**src/design/teq_pkg.sv**
```systemverilog
// shared types and constants of the timer event queue
package teq_pkg;

  localparam int SLOT_BITS_DEF    = 4;
  localparam int COUNTER_BITS_DEF = 12;
  localparam int QUEUE_BITS       = 2;

  localparam logic [1:0] CMD_POST    = 2'd0;
  localparam logic [1:0] CMD_CANCEL  = 2'd1;
  localparam logic [1:0] CMD_ADVANCE = 2'd2;
  localparam logic [1:0] CMD_NONE    = 2'd3;

  localparam logic [2:0] KIND_POSTED      = 3'd0;
  localparam logic [2:0] KIND_REJECTED    = 3'd1;
  localparam logic [2:0] KIND_CANCELLED   = 3'd2;
  localparam logic [2:0] KIND_CANCEL_FAIL = 3'd3;
  localparam logic [2:0] KIND_EXPIRED     = 3'd4;
  localparam logic [2:0] KIND_REPORT      = 3'd5;

  typedef enum logic [1:0] {
    OP_POST,
    OP_CANCEL,
    OP_ADVANCE
  } op_t;

  typedef enum logic [2:0] {
    ST_IDLE,
    ST_MARK,
    ST_PICK,
    ST_FIRE,
    ST_NEXT_DUE,
    ST_REPORT
  } back_state_t;

  typedef struct packed {
    logic [1:0]  cmd;
    logic [31:0] now;
    logic [3:0]  slot;
    logic [30:0] delay;
    logic [31:0] period;
    logic [15:0] tag;
    logic [15:0] event_id;
  } in_item_t;

  typedef struct packed {
    logic [2:0]  kind;
    logic [15:0] result_id;
    logic [3:0]  out_slot;
    logic [15:0] out_tag;
    logic [31:0] wait_res;
    logic        last;
  } out_item_t;

  typedef struct packed {
    op_t      op;
    in_item_t item;
  } q_entry_t;

  typedef struct packed {
    logic     valid;
    q_entry_t entry;
  } q_head_t;

endpackage

```
**src/design/teq_front.sv**
```systemverilog
// front end: accepts commands, classifies them and queues them for the back end
module teq_front import teq_pkg::*; (
  input  logic     clk,
  input  logic     rst,
  input  logic     cmd_valid,
  output logic     cmd_stall,
  input  in_item_t cmd_item,
  output q_head_t  head,
  input  logic     pop
);

  localparam int QDEPTH = 1 << QUEUE_BITS;

  q_entry_t              q_mem [QDEPTH];
  logic [QUEUE_BITS-1:0] wr_ptr;
  logic [QUEUE_BITS-1:0] rd_ptr;
  logic [QUEUE_BITS:0]   count;
  logic                  push;
  logic                  known;
  op_t                   op;

  always_comb begin
    known = 1'b1;
    op    = OP_POST;
    case (cmd_item.cmd)
      CMD_POST:    op = OP_POST;
      CMD_CANCEL:  op = OP_CANCEL;
      CMD_ADVANCE: op = OP_ADVANCE;
      default:     known = 1'b0;
    endcase
  end

  assign cmd_stall = (count == (QUEUE_BITS+1)'(QDEPTH));
  // unknown commands are taken and dropped
  assign push      = cmd_valid && !cmd_stall && known;

  assign head.valid = (count != '0);
  assign head.entry = q_mem[rd_ptr];

  always_ff @(posedge clk) begin
    if (push) begin
      q_mem[wr_ptr] <= '{op: op, item: cmd_item};
    end
  end

  always_ff @(posedge clk) begin
    if (rst) begin
      wr_ptr <= '0;
      rd_ptr <= '0;
      count  <= '0;
    end else begin
      if (push) wr_ptr <= wr_ptr + 1'b1;
      if (pop) rd_ptr <= rd_ptr + 1'b1;
      count <= count + (QUEUE_BITS+1)'(push) - (QUEUE_BITS+1)'(pop);
    end
  end

endmodule

```
**src/design/teq_back.sv**
```systemverilog
// back end: slot table, dispatch sequencer and result register
module teq_back import teq_pkg::*; #(
  parameter int SLOT_BITS    = SLOT_BITS_DEF,
  parameter int COUNTER_BITS = COUNTER_BITS_DEF
) (
  input  logic      clk,
  input  logic      rst,
  input  q_head_t   head,
  output logic      pop,
  output logic      res_valid,
  input  logic      res_stall,
  output out_item_t res_item
);

  localparam int NS = 1 << SLOT_BITS;

  logic [31:0]             due_time  [NS];
  logic [31:0]             rep_int   [NS];
  logic [15:0]             h_tag     [NS];
  logic [15:0]             arm_ord   [NS];
  logic [COUNTER_BITS-1:0] slot_cnt  [NS];
  logic [NS-1:0]           armed;
  logic [15:0]             order_ctr;

  back_state_t             state, state_next;
  logic [SLOT_BITS-1:0]    idx, idx_next;
  logic [NS-1:0]           mask, mask_next;
  logic                    found, found_next;
  logic [SLOT_BITS-1:0]    best_slot, best_slot_next;
  logic signed [31:0]      best_ds, best_ds_next;
  logic [15:0]             best_order, best_order_next;
  logic [31:0]             best_due, best_due_next;
  logic [31:0]             best_per, best_per_next;
  logic [15:0]             best_tag, best_tag_next;
  logic [COUNTER_BITS-1:0] best_cnt, best_cnt_next;
  logic                    have, have_next;
  logic signed [31:0]      best_wait, best_wait_next;

  logic                    out_free;
  logic                    emit;
  out_item_t               emit_item;
  logic [SLOT_BITS-1:0]    rd_idx;
  logic [SLOT_BITS-1:0]    upd;
  logic                    ent_wr, arm_set, arm_clr, cnt_wr, order_inc;
  logic [31:0]             wr_due;
  logic [31:0]             wr_per;
  logic [15:0]             wr_tag;
  logic [COUNTER_BITS-1:0] cnt_val;

  in_item_t                it;
  logic [31:0]             post_slot32;
  logic [31:0]             eid_slot32;
  logic [31:0]             eid_cnt32;
  logic [31:0]             id32;
  logic [31:0]             rd_idx32;
  logic [31:0]             best_slot32;
  logic [COUNTER_BITS-1:0] cnt_inc;
  logic signed [31:0]      cand_ds;
  logic signed [31:0]      cand_wait;
  logic signed [15:0]      ord_diff;
  logic [31:0]             rearm_t;
  logic signed [31:0]      rearm_ds;
  logic                    better;
  logic                    scan_last;

  assign it          = head.entry.item;
  assign post_slot32 = 32'(it.slot);
  assign eid_slot32  = 32'(it.event_id);
  assign eid_cnt32   = 32'(it.event_id) >> SLOT_BITS;
  assign out_free    = !res_valid || !res_stall;
  assign scan_last   = (idx == SLOT_BITS'(NS - 1));

  always_comb begin
    rd_idx = idx;
    if (state == ST_IDLE) begin
      if (head.entry.op == OP_CANCEL) rd_idx = eid_slot32[SLOT_BITS-1:0];
      else rd_idx = post_slot32[SLOT_BITS-1:0];
    end
  end

  assign rd_idx32    = 32'(rd_idx);
  assign best_slot32 = 32'(best_slot);
  assign cand_ds     = $signed(due_time[rd_idx] - it.now);
  assign cand_wait   = cand_ds[31] ? 32'sd0 : cand_ds;
  assign ord_diff    = $signed(arm_ord[rd_idx] - best_order);
  assign better      = !found || (cand_ds < best_ds) ||
                       ((cand_ds == best_ds) && (ord_diff < 16'sd0));
  assign rearm_t     = best_due + best_per;
  assign rearm_ds    = $signed(rearm_t - it.now);

  always_comb begin
    state_next      = state;
    idx_next        = idx;
    mask_next       = mask;
    found_next      = found;
    best_slot_next  = best_slot;
    best_ds_next    = best_ds;
    best_order_next = best_order;
    best_due_next   = best_due;
    best_per_next   = best_per;
    best_tag_next   = best_tag;
    best_cnt_next   = best_cnt;
    have_next       = have;
    best_wait_next  = best_wait;
    pop             = 1'b0;
    emit            = 1'b0;
    emit_item       = '0;
    upd             = rd_idx;
    ent_wr          = 1'b0;
    arm_set         = 1'b0;
    arm_clr         = 1'b0;
    cnt_wr          = 1'b0;
    order_inc       = 1'b0;
    wr_due          = it.now + 32'(it.delay);
    wr_per          = it.period;
    wr_tag          = it.tag;
    cnt_val         = slot_cnt[rd_idx];
    id32            = (32'(slot_cnt[rd_idx]) << SLOT_BITS) | rd_idx32;
    cnt_inc         = slot_cnt[rd_idx] + 1'b1;
    case (state)
      ST_IDLE: begin
        if (head.valid) begin
          case (head.entry.op)
            OP_POST: begin
              if (out_free) begin
                pop                = 1'b1;
                emit               = 1'b1;
                emit_item.result_id = id32[15:0];
                emit_item.out_slot = rd_idx32[3:0];
                emit_item.last     = 1'b1;
                if (armed[rd_idx]) begin
                  emit_item.kind = KIND_REJECTED;
                end else begin
                  emit_item.kind = KIND_POSTED;
                  ent_wr         = 1'b1;
                  arm_set        = 1'b1;
                  order_inc      = 1'b1;
                end
              end
            end
            OP_CANCEL: begin
              if (out_free) begin
                pop                 = 1'b1;
                emit                = 1'b1;
                emit_item.result_id = it.event_id;
                emit_item.out_slot  = rd_idx32[3:0];
                emit_item.last      = 1'b1;
                if (armed[rd_idx] && (32'(slot_cnt[rd_idx]) == eid_cnt32)) begin
                  emit_item.kind = KIND_CANCELLED;
                  arm_clr        = 1'b1;
                  cnt_wr         = 1'b1;
                  cnt_val        = (cnt_inc == '0) ? COUNTER_BITS'(1) : cnt_inc;
                end else begin
                  emit_item.kind = KIND_CANCEL_FAIL;
                end
              end
            end
            OP_ADVANCE: begin
              state_next = ST_MARK;
              idx_next   = '0;
            end
            default: ;
          endcase
        end
      end
      ST_MARK: begin
        mask_next[idx] = armed[idx] && (cand_ds <= 32'sd0);
        idx_next       = idx + 1'b1;
        if (scan_last) begin
          state_next = ST_PICK;
          found_next = 1'b0;
        end
      end
      ST_PICK: begin
        if (mask[idx] && better) begin
          found_next      = 1'b1;
          best_slot_next  = idx;
          best_ds_next    = cand_ds;
          best_order_next = arm_ord[idx];
          best_due_next   = due_time[idx];
          best_per_next   = rep_int[idx];
          best_tag_next   = h_tag[idx];
          best_cnt_next   = slot_cnt[idx];
        end
        idx_next = idx + 1'b1;
        if (scan_last) begin
          if (found_next) begin
            state_next = ST_FIRE;
          end else begin
            state_next = ST_NEXT_DUE;
            have_next  = 1'b0;
          end
        end
      end
      ST_FIRE: begin
        if (out_free) begin
          id32                 = (32'(best_cnt) << SLOT_BITS) | best_slot32;
          emit                 = 1'b1;
          emit_item.kind       = KIND_EXPIRED;
          emit_item.result_id  = id32[15:0];
          emit_item.out_slot   = best_slot32[3:0];
          emit_item.out_tag    = best_tag;
          upd                  = best_slot;
          mask_next[best_slot] = 1'b0;
          if (!best_per[31]) begin
            ent_wr    = 1'b1;
            order_inc = 1'b1;
            wr_due    = rearm_ds[31] ? it.now : rearm_t;
            wr_per    = best_per;
            wr_tag    = best_tag;
          end else begin
            cnt_inc = best_cnt + 1'b1;
            arm_clr = 1'b1;
            cnt_wr  = 1'b1;
            cnt_val = (cnt_inc == '0) ? COUNTER_BITS'(1) : cnt_inc;
          end
          state_next = ST_PICK;
          idx_next   = '0;
          found_next = 1'b0;
        end
      end
      ST_NEXT_DUE: begin
        if (armed[idx] && (!have || (cand_wait < best_wait))) begin
          have_next      = 1'b1;
          best_wait_next = cand_wait;
        end
        idx_next = idx + 1'b1;
        if (scan_last) state_next = ST_REPORT;
      end
      ST_REPORT: begin
        if (out_free) begin
          pop                = 1'b1;
          emit               = 1'b1;
          emit_item.kind     = KIND_REPORT;
          emit_item.wait_res = have ? best_wait : 32'hFFFF_FFFF;
          emit_item.last     = 1'b1;
          state_next         = ST_IDLE;
        end
      end
      default: state_next = ST_IDLE;
    endcase
  end

  always_ff @(posedge clk) begin
    if (rst) begin
      state     <= ST_IDLE;
      armed     <= '0;
      order_ctr <= '0;
      res_valid <= 1'b0;
      for (int i = 0; i < NS; i++) slot_cnt[i] <= '1;
    end else begin
      state <= state_next;
      if (arm_set) armed[upd] <= 1'b1;
      if (arm_clr) armed[upd] <= 1'b0;
      if (order_inc) order_ctr <= order_ctr + 1'b1;
      if (cnt_wr) slot_cnt[upd] <= cnt_val;
      if (emit) res_valid <= 1'b1;
      else if (!res_stall) res_valid <= 1'b0;
    end
  end

  always_ff @(posedge clk) begin
    if (ent_wr) begin
      due_time[upd] <= wr_due;
      rep_int[upd]  <= wr_per;
      h_tag[upd]    <= wr_tag;
      arm_ord[upd]  <= order_ctr;
    end
    if (emit) res_item <= emit_item;
    idx        <= idx_next;
    mask       <= mask_next;
    found      <= found_next;
    best_slot  <= best_slot_next;
    best_ds    <= best_ds_next;
    best_order <= best_order_next;
    best_due   <= best_due_next;
    best_per   <= best_per_next;
    best_tag   <= best_tag_next;
    best_cnt   <= best_cnt_next;
    have       <= have_next;
    best_wait  <= best_wait_next;
  end

endmodule

```
**src/design/timer_event_queue.sv**
```systemverilog
// Timer event queue: sixteen event slots, post, cancel and timed dispatch.
// Input channel cmd_valid/cmd_stall/cmd_item carries post, cancel and advance
// commands; a command is taken when cmd_valid is high and cmd_stall low. A
// four-entry command queue sits between the front end and the dispatch
// sequencer, so commands keep being taken while a result waits.
// Result channel res_valid/res_stall/res_item: one result per transfer, the
// final result of a command has last set. While res_stall is high the result
// register holds and the sequencer waits.
// Post and cancel: one result, which passes through the command queue and the result register.
// Advance: one compare unit steps through the slot table one slot a cycle:
// it marks the due slots, then for each expired event scans for the earliest
// and transfers it, then makes a last scan that finds none, a deadline scan
// and the report; the report is registered after all expired events, and
// stalls on the result channel hold the sequence.
// Reset (rst, synchronous) disarms all slots, sets each slot counter to all
// ones, clears the order stamp and empties the command queue.
module timer_event_queue import teq_pkg::*; #(
  parameter int SLOT_BITS    = SLOT_BITS_DEF,
  parameter int COUNTER_BITS = COUNTER_BITS_DEF
) (
  input  logic      clk,
  input  logic      rst,
  input  logic      cmd_valid,
  output logic      cmd_stall,
  input  in_item_t  cmd_item,
  output logic      res_valid,
  input  logic      res_stall,
  output out_item_t res_item
);

  q_head_t head;
  logic    pop;

  teq_front u_front (
    .clk       (clk),
    .rst       (rst),
    .cmd_valid (cmd_valid),
    .cmd_stall (cmd_stall),
    .cmd_item  (cmd_item),
    .head      (head),
    .pop       (pop)
  );

  teq_back #(
    .SLOT_BITS    (SLOT_BITS),
    .COUNTER_BITS (COUNTER_BITS)
  ) u_back (
    .clk       (clk),
    .rst       (rst),
    .head      (head),
    .pop       (pop),
    .res_valid (res_valid),
    .res_stall (res_stall),
    .res_item  (res_item)
  );

endmodule

```
**config.mk**
```make
export PLATFORM = sky130hd
export DESIGN_NAME = timer_event_queue
export DESIGN_NICKNAME = d
export VERILOG_FILES = /design/src/design/teq_pkg.sv /design/src/design/teq_front.sv /design/src/design/teq_back.sv /design/src/design/timer_event_queue.sv
export SDC_FILE = /design/constraint.sdc
export NUM_CORES = 2
export LEC_CHECK = 0
export BUFFER_PORTS_ARGS = -buffer_cell sky130_fd_sc_hd__buf_4
export CAP_MARGIN = 20
export CORE_MARGIN = 5
export CORE_UTILIZATION = 35
export DETAILED_ROUTE_END_ITERATION = 6
export PLACE_DENSITY_LB_ADDON = 0.05
export REMOVE_ABC_BUFFERS = 1
export SKIP_CTS_REPAIR_TIMING = 1
export SLEW_MARGIN = 20
export SYNTH_ARGS = -nofsm -noshare
export SYNTH_HDL_FRONTEND = slang
export SYNTH_SLANG_ARGS = --single-unit
```
**constraint.sdc**
```tcl
create_clock -name clk -period 16.75 [get_ports clk]
set_clock_uncertainty 0.15 [all_clocks]
set_input_delay 2.5125 -clock clk [delete_from_list [all_inputs] [get_ports clk]]
set_output_delay 2.5125 -clock clk [all_outputs]
set_load 0.02 [all_outputs]
```
==> impl_metrics.yaml <==
sta:
  final.min_clock_period_ps: 11790
  setup_viol: 0
  period_share_pct: 70.4
  fin_setup_tns_ps: 0
  slew_violations: 0
  fin_ws_ps: 4960
  relSlewSlack_pct: 17.3
  fmax_ghz: 0.0848
  hold_viol: 0
  rsz0062_at_grt: "no"
  tightest_slew_ps: 1240
synthesis:
  synth-compound-area-share_pct: 5.49
  avgSynthCellArea_um2: 15.4
  syn_area_mm2: 0.116
  yosys.area_share.xor_xnor_pct: 0.958
  synth_top_family_by_area: "multiplexers"
  synth_edf_count: 2529
  ys_ff_latch: 2574
  yosys.area_share.adder_pct: 2.36
  syn_inst: 7553
  seq_area_frac_synth_pct: 66.2
  muxShareOfSynthArea_pct: 14.0
  ys.flop_type: "edfxtp_1"
  ys_types: 95
  synth_async_sr_flop_share_pct: 0
  synth_warnings: 0
  synth-simple-area-share_pct: 8.74
setup_path:
  cp.required_ps: 17100
  cp-end-kind: "register"
  critPathMaxFanout: 120
  arrival_ps: 12140
  crit_slowest_cell: "dfxtp_4"
  cp_slowest_stage_delay_ps: 770
  critical_path_class: "register to register"
  start_kind: "register"
placed_design:
  port_buffers: 210
  gp_congestion: 0.822
  place_ws_ps: 4860
  placed_area_mm2: 0.123
  dp_hpwl_mm: 221
run_status:
  status: "complete, no violations"
cts:
  cts_tree: "built"
  cts.path.max_buffers: 4
  cts-root-buf: "clkbuf_16"
  insertion_delay_ps: 930
  clkSlewWorstSetupHoldPaths_ps: 60
  numCtsBuffers: 300
  ctsHtreeMaxLevel: 5
  cts_sinks: 2574
cells_and_area:
  final_area_mm2: 0.133
  final_cell_mix: "2529 x edfxtp_1, 1243 x nand2_1, 683 x mux4_2"
  layout.nets: 8131
  area_growth_pct: 14.6
  final_common_cell: "edfxtp_1"
  drive_gt1_share_pct: 20.1
power_and_ir_drop:
  p_leak_nw: 44.2
  peakVddDrop_mv: 0.243
  power_density_mw_per_mm2: 228
global_route:
  grt_pass1_vias: 70999
  grt_use_total_pct: 21.5
  antenna_found_initial: 17
  grt_overflow: 0
  grt_start_max_net_pins: 129
  grt_first_pass_wirelength_mm: 535
floorplan:
  num_rows: 211
  ios: 211
  start_util_pct: 35.1
  core_mm2: 0.330
  dieArea_mm2: 0.343
  die_h_um: 586
  die_w_um: 586
job:
  cap_violations: 0
routing:
  via_per_inst: 5.62
  vias: 69646
  drt_wl_total_mm: 376
  post-route-drc-count: 0
  ant_nets: 0
  avgRoutedWirePerCell_um: 30.4
  dr.pass1.iters: 6
  drt-initial-drc-count: 6441
min_path:
  hp-class: "register to register"
-- synthesized netlist by cell type, types with 38 or more instances --
cell type     n  area share [%]
and3_1      147            0.79
and2_1       50            0.27
nand2_1    1245             4.0
dfxtp_1      45            0.78
edfxtp_1   2529              65
buf_2        38            0.16
mux4_2      683              13
a311oi_1     63            0.48
nor3_1       65            0.28
a21oi_1     274             1.2
ha_1        212             2.3
a21o_1       73            0.47
o21ai_0     126            0.54
mux2i_1      81            0.70
xnor2_1      80            0.60
nor2_1      195            0.63
clkbuf_1    343             1.1
a211oi_1     65            0.42
inv_1       161            0.52
buf_1        84            0.27
nand3_1     368             1.6
xor2_1       47            0.35
a31oi_1     100            0.54
-- worst paths after layout --
check	startpoint	end	slack, ps	cells past startpoint
worst max-delay path	register	u_back.best_order[9]	4960	28
worst min-delay path	u_back.armed[11]	u_back.armed[11]	350	2
worst max register to register	register	u_back.best_order[9]	4960	28
worst min register to register	u_back.armed[11]	u_back.armed[11]	350	2
-- per-layer routing --
metal	track usage (%)	part of all wire (%)	vias to the layer above	wire length, um
li1	-	-	30104	-
met1	31.1	45	36742	171000
met2	34.7	47	2302	176000
met3	2.85	5.5	496	20800
met4	5.25	2.4	2	9000
met5	0	0.0029	-	11
-- cell families after synthesis --
| group | count (synthesis) |
|---|---|
| buf+inv | 651 |
| fa+ha+maj | 217 |
| mux | 765 |
| simple gates | 2264 |
| xor+xnor | 127 |
| compound gates | 955 |
| flops | 2574 |
-- state kept, by name, indices dropped and copies added (netlist names), 31 cells and up, named ones only --
| register | count |
|---|---|
| u_back.best_wait | 31 |
| u_back.res_item | 72 |
| u_back.due_time | 512 |
| u_back.best_ds | 32 |
| u_back.best_due | 32 |
| u_back.slot_cnt | 192 |
| u_back.rep_int | 512 |
| u_back.arm_ord | 256 |
| u_back.best_per | 32 |
| u_front.q_mem | 532 |
| u_back.h_tag | 256 |
-- area by class of cell --
cell class | instances | area, um2
inverter | 161 | 604
tap | 4366 | 5460
sequential | 2574 | 76900
fill | 30003 | 197000
timing repair buffer | 413 | 3340
multi-input combinational | 4328 | 36900
antenna | 2 | 5.00
clock inverter | 167 | 1890
clock buffer | 372 | 7960
-- where the power goes --
group	internal (mW)	switching (mW)	total [mW]
Clock	3.91	2.70	6.62
Sequential	8.71	0.132	8.84
Combinational	4.93	9.95	14.9
Total	17.5	12.8	30.3
-- critical path, delay by kind of cell, from the launching register on --
family | cells | cell delay, ps
compound gates | 13 | 4110
buf+inv | 4 | 1690
simple gates | 6 | 1590
fa+ha+maj | 3 | 1080
flops | 1 | 770
mux | 1 | 700
xor+xnor | 1 | 560
-- through the flow --
stage / total power [mW] / utilization, % / instances / hold slack [ps]
final: 30.3 / 40.3 / 12383 / 346
after global routing: 32.1 / 40.3 / 12382 / 385
after CTS: 30.6 / 40.3 / 12379 / 349
after detailed placement: 23.9 / 37.3 / 11840 / 335
after global placement: 23.8 / 37.3 / 11837 / 327
after floorplan: 20.0 / - / 7063 / 302
No activity file was read; power rests on OpenSTA's default activity.
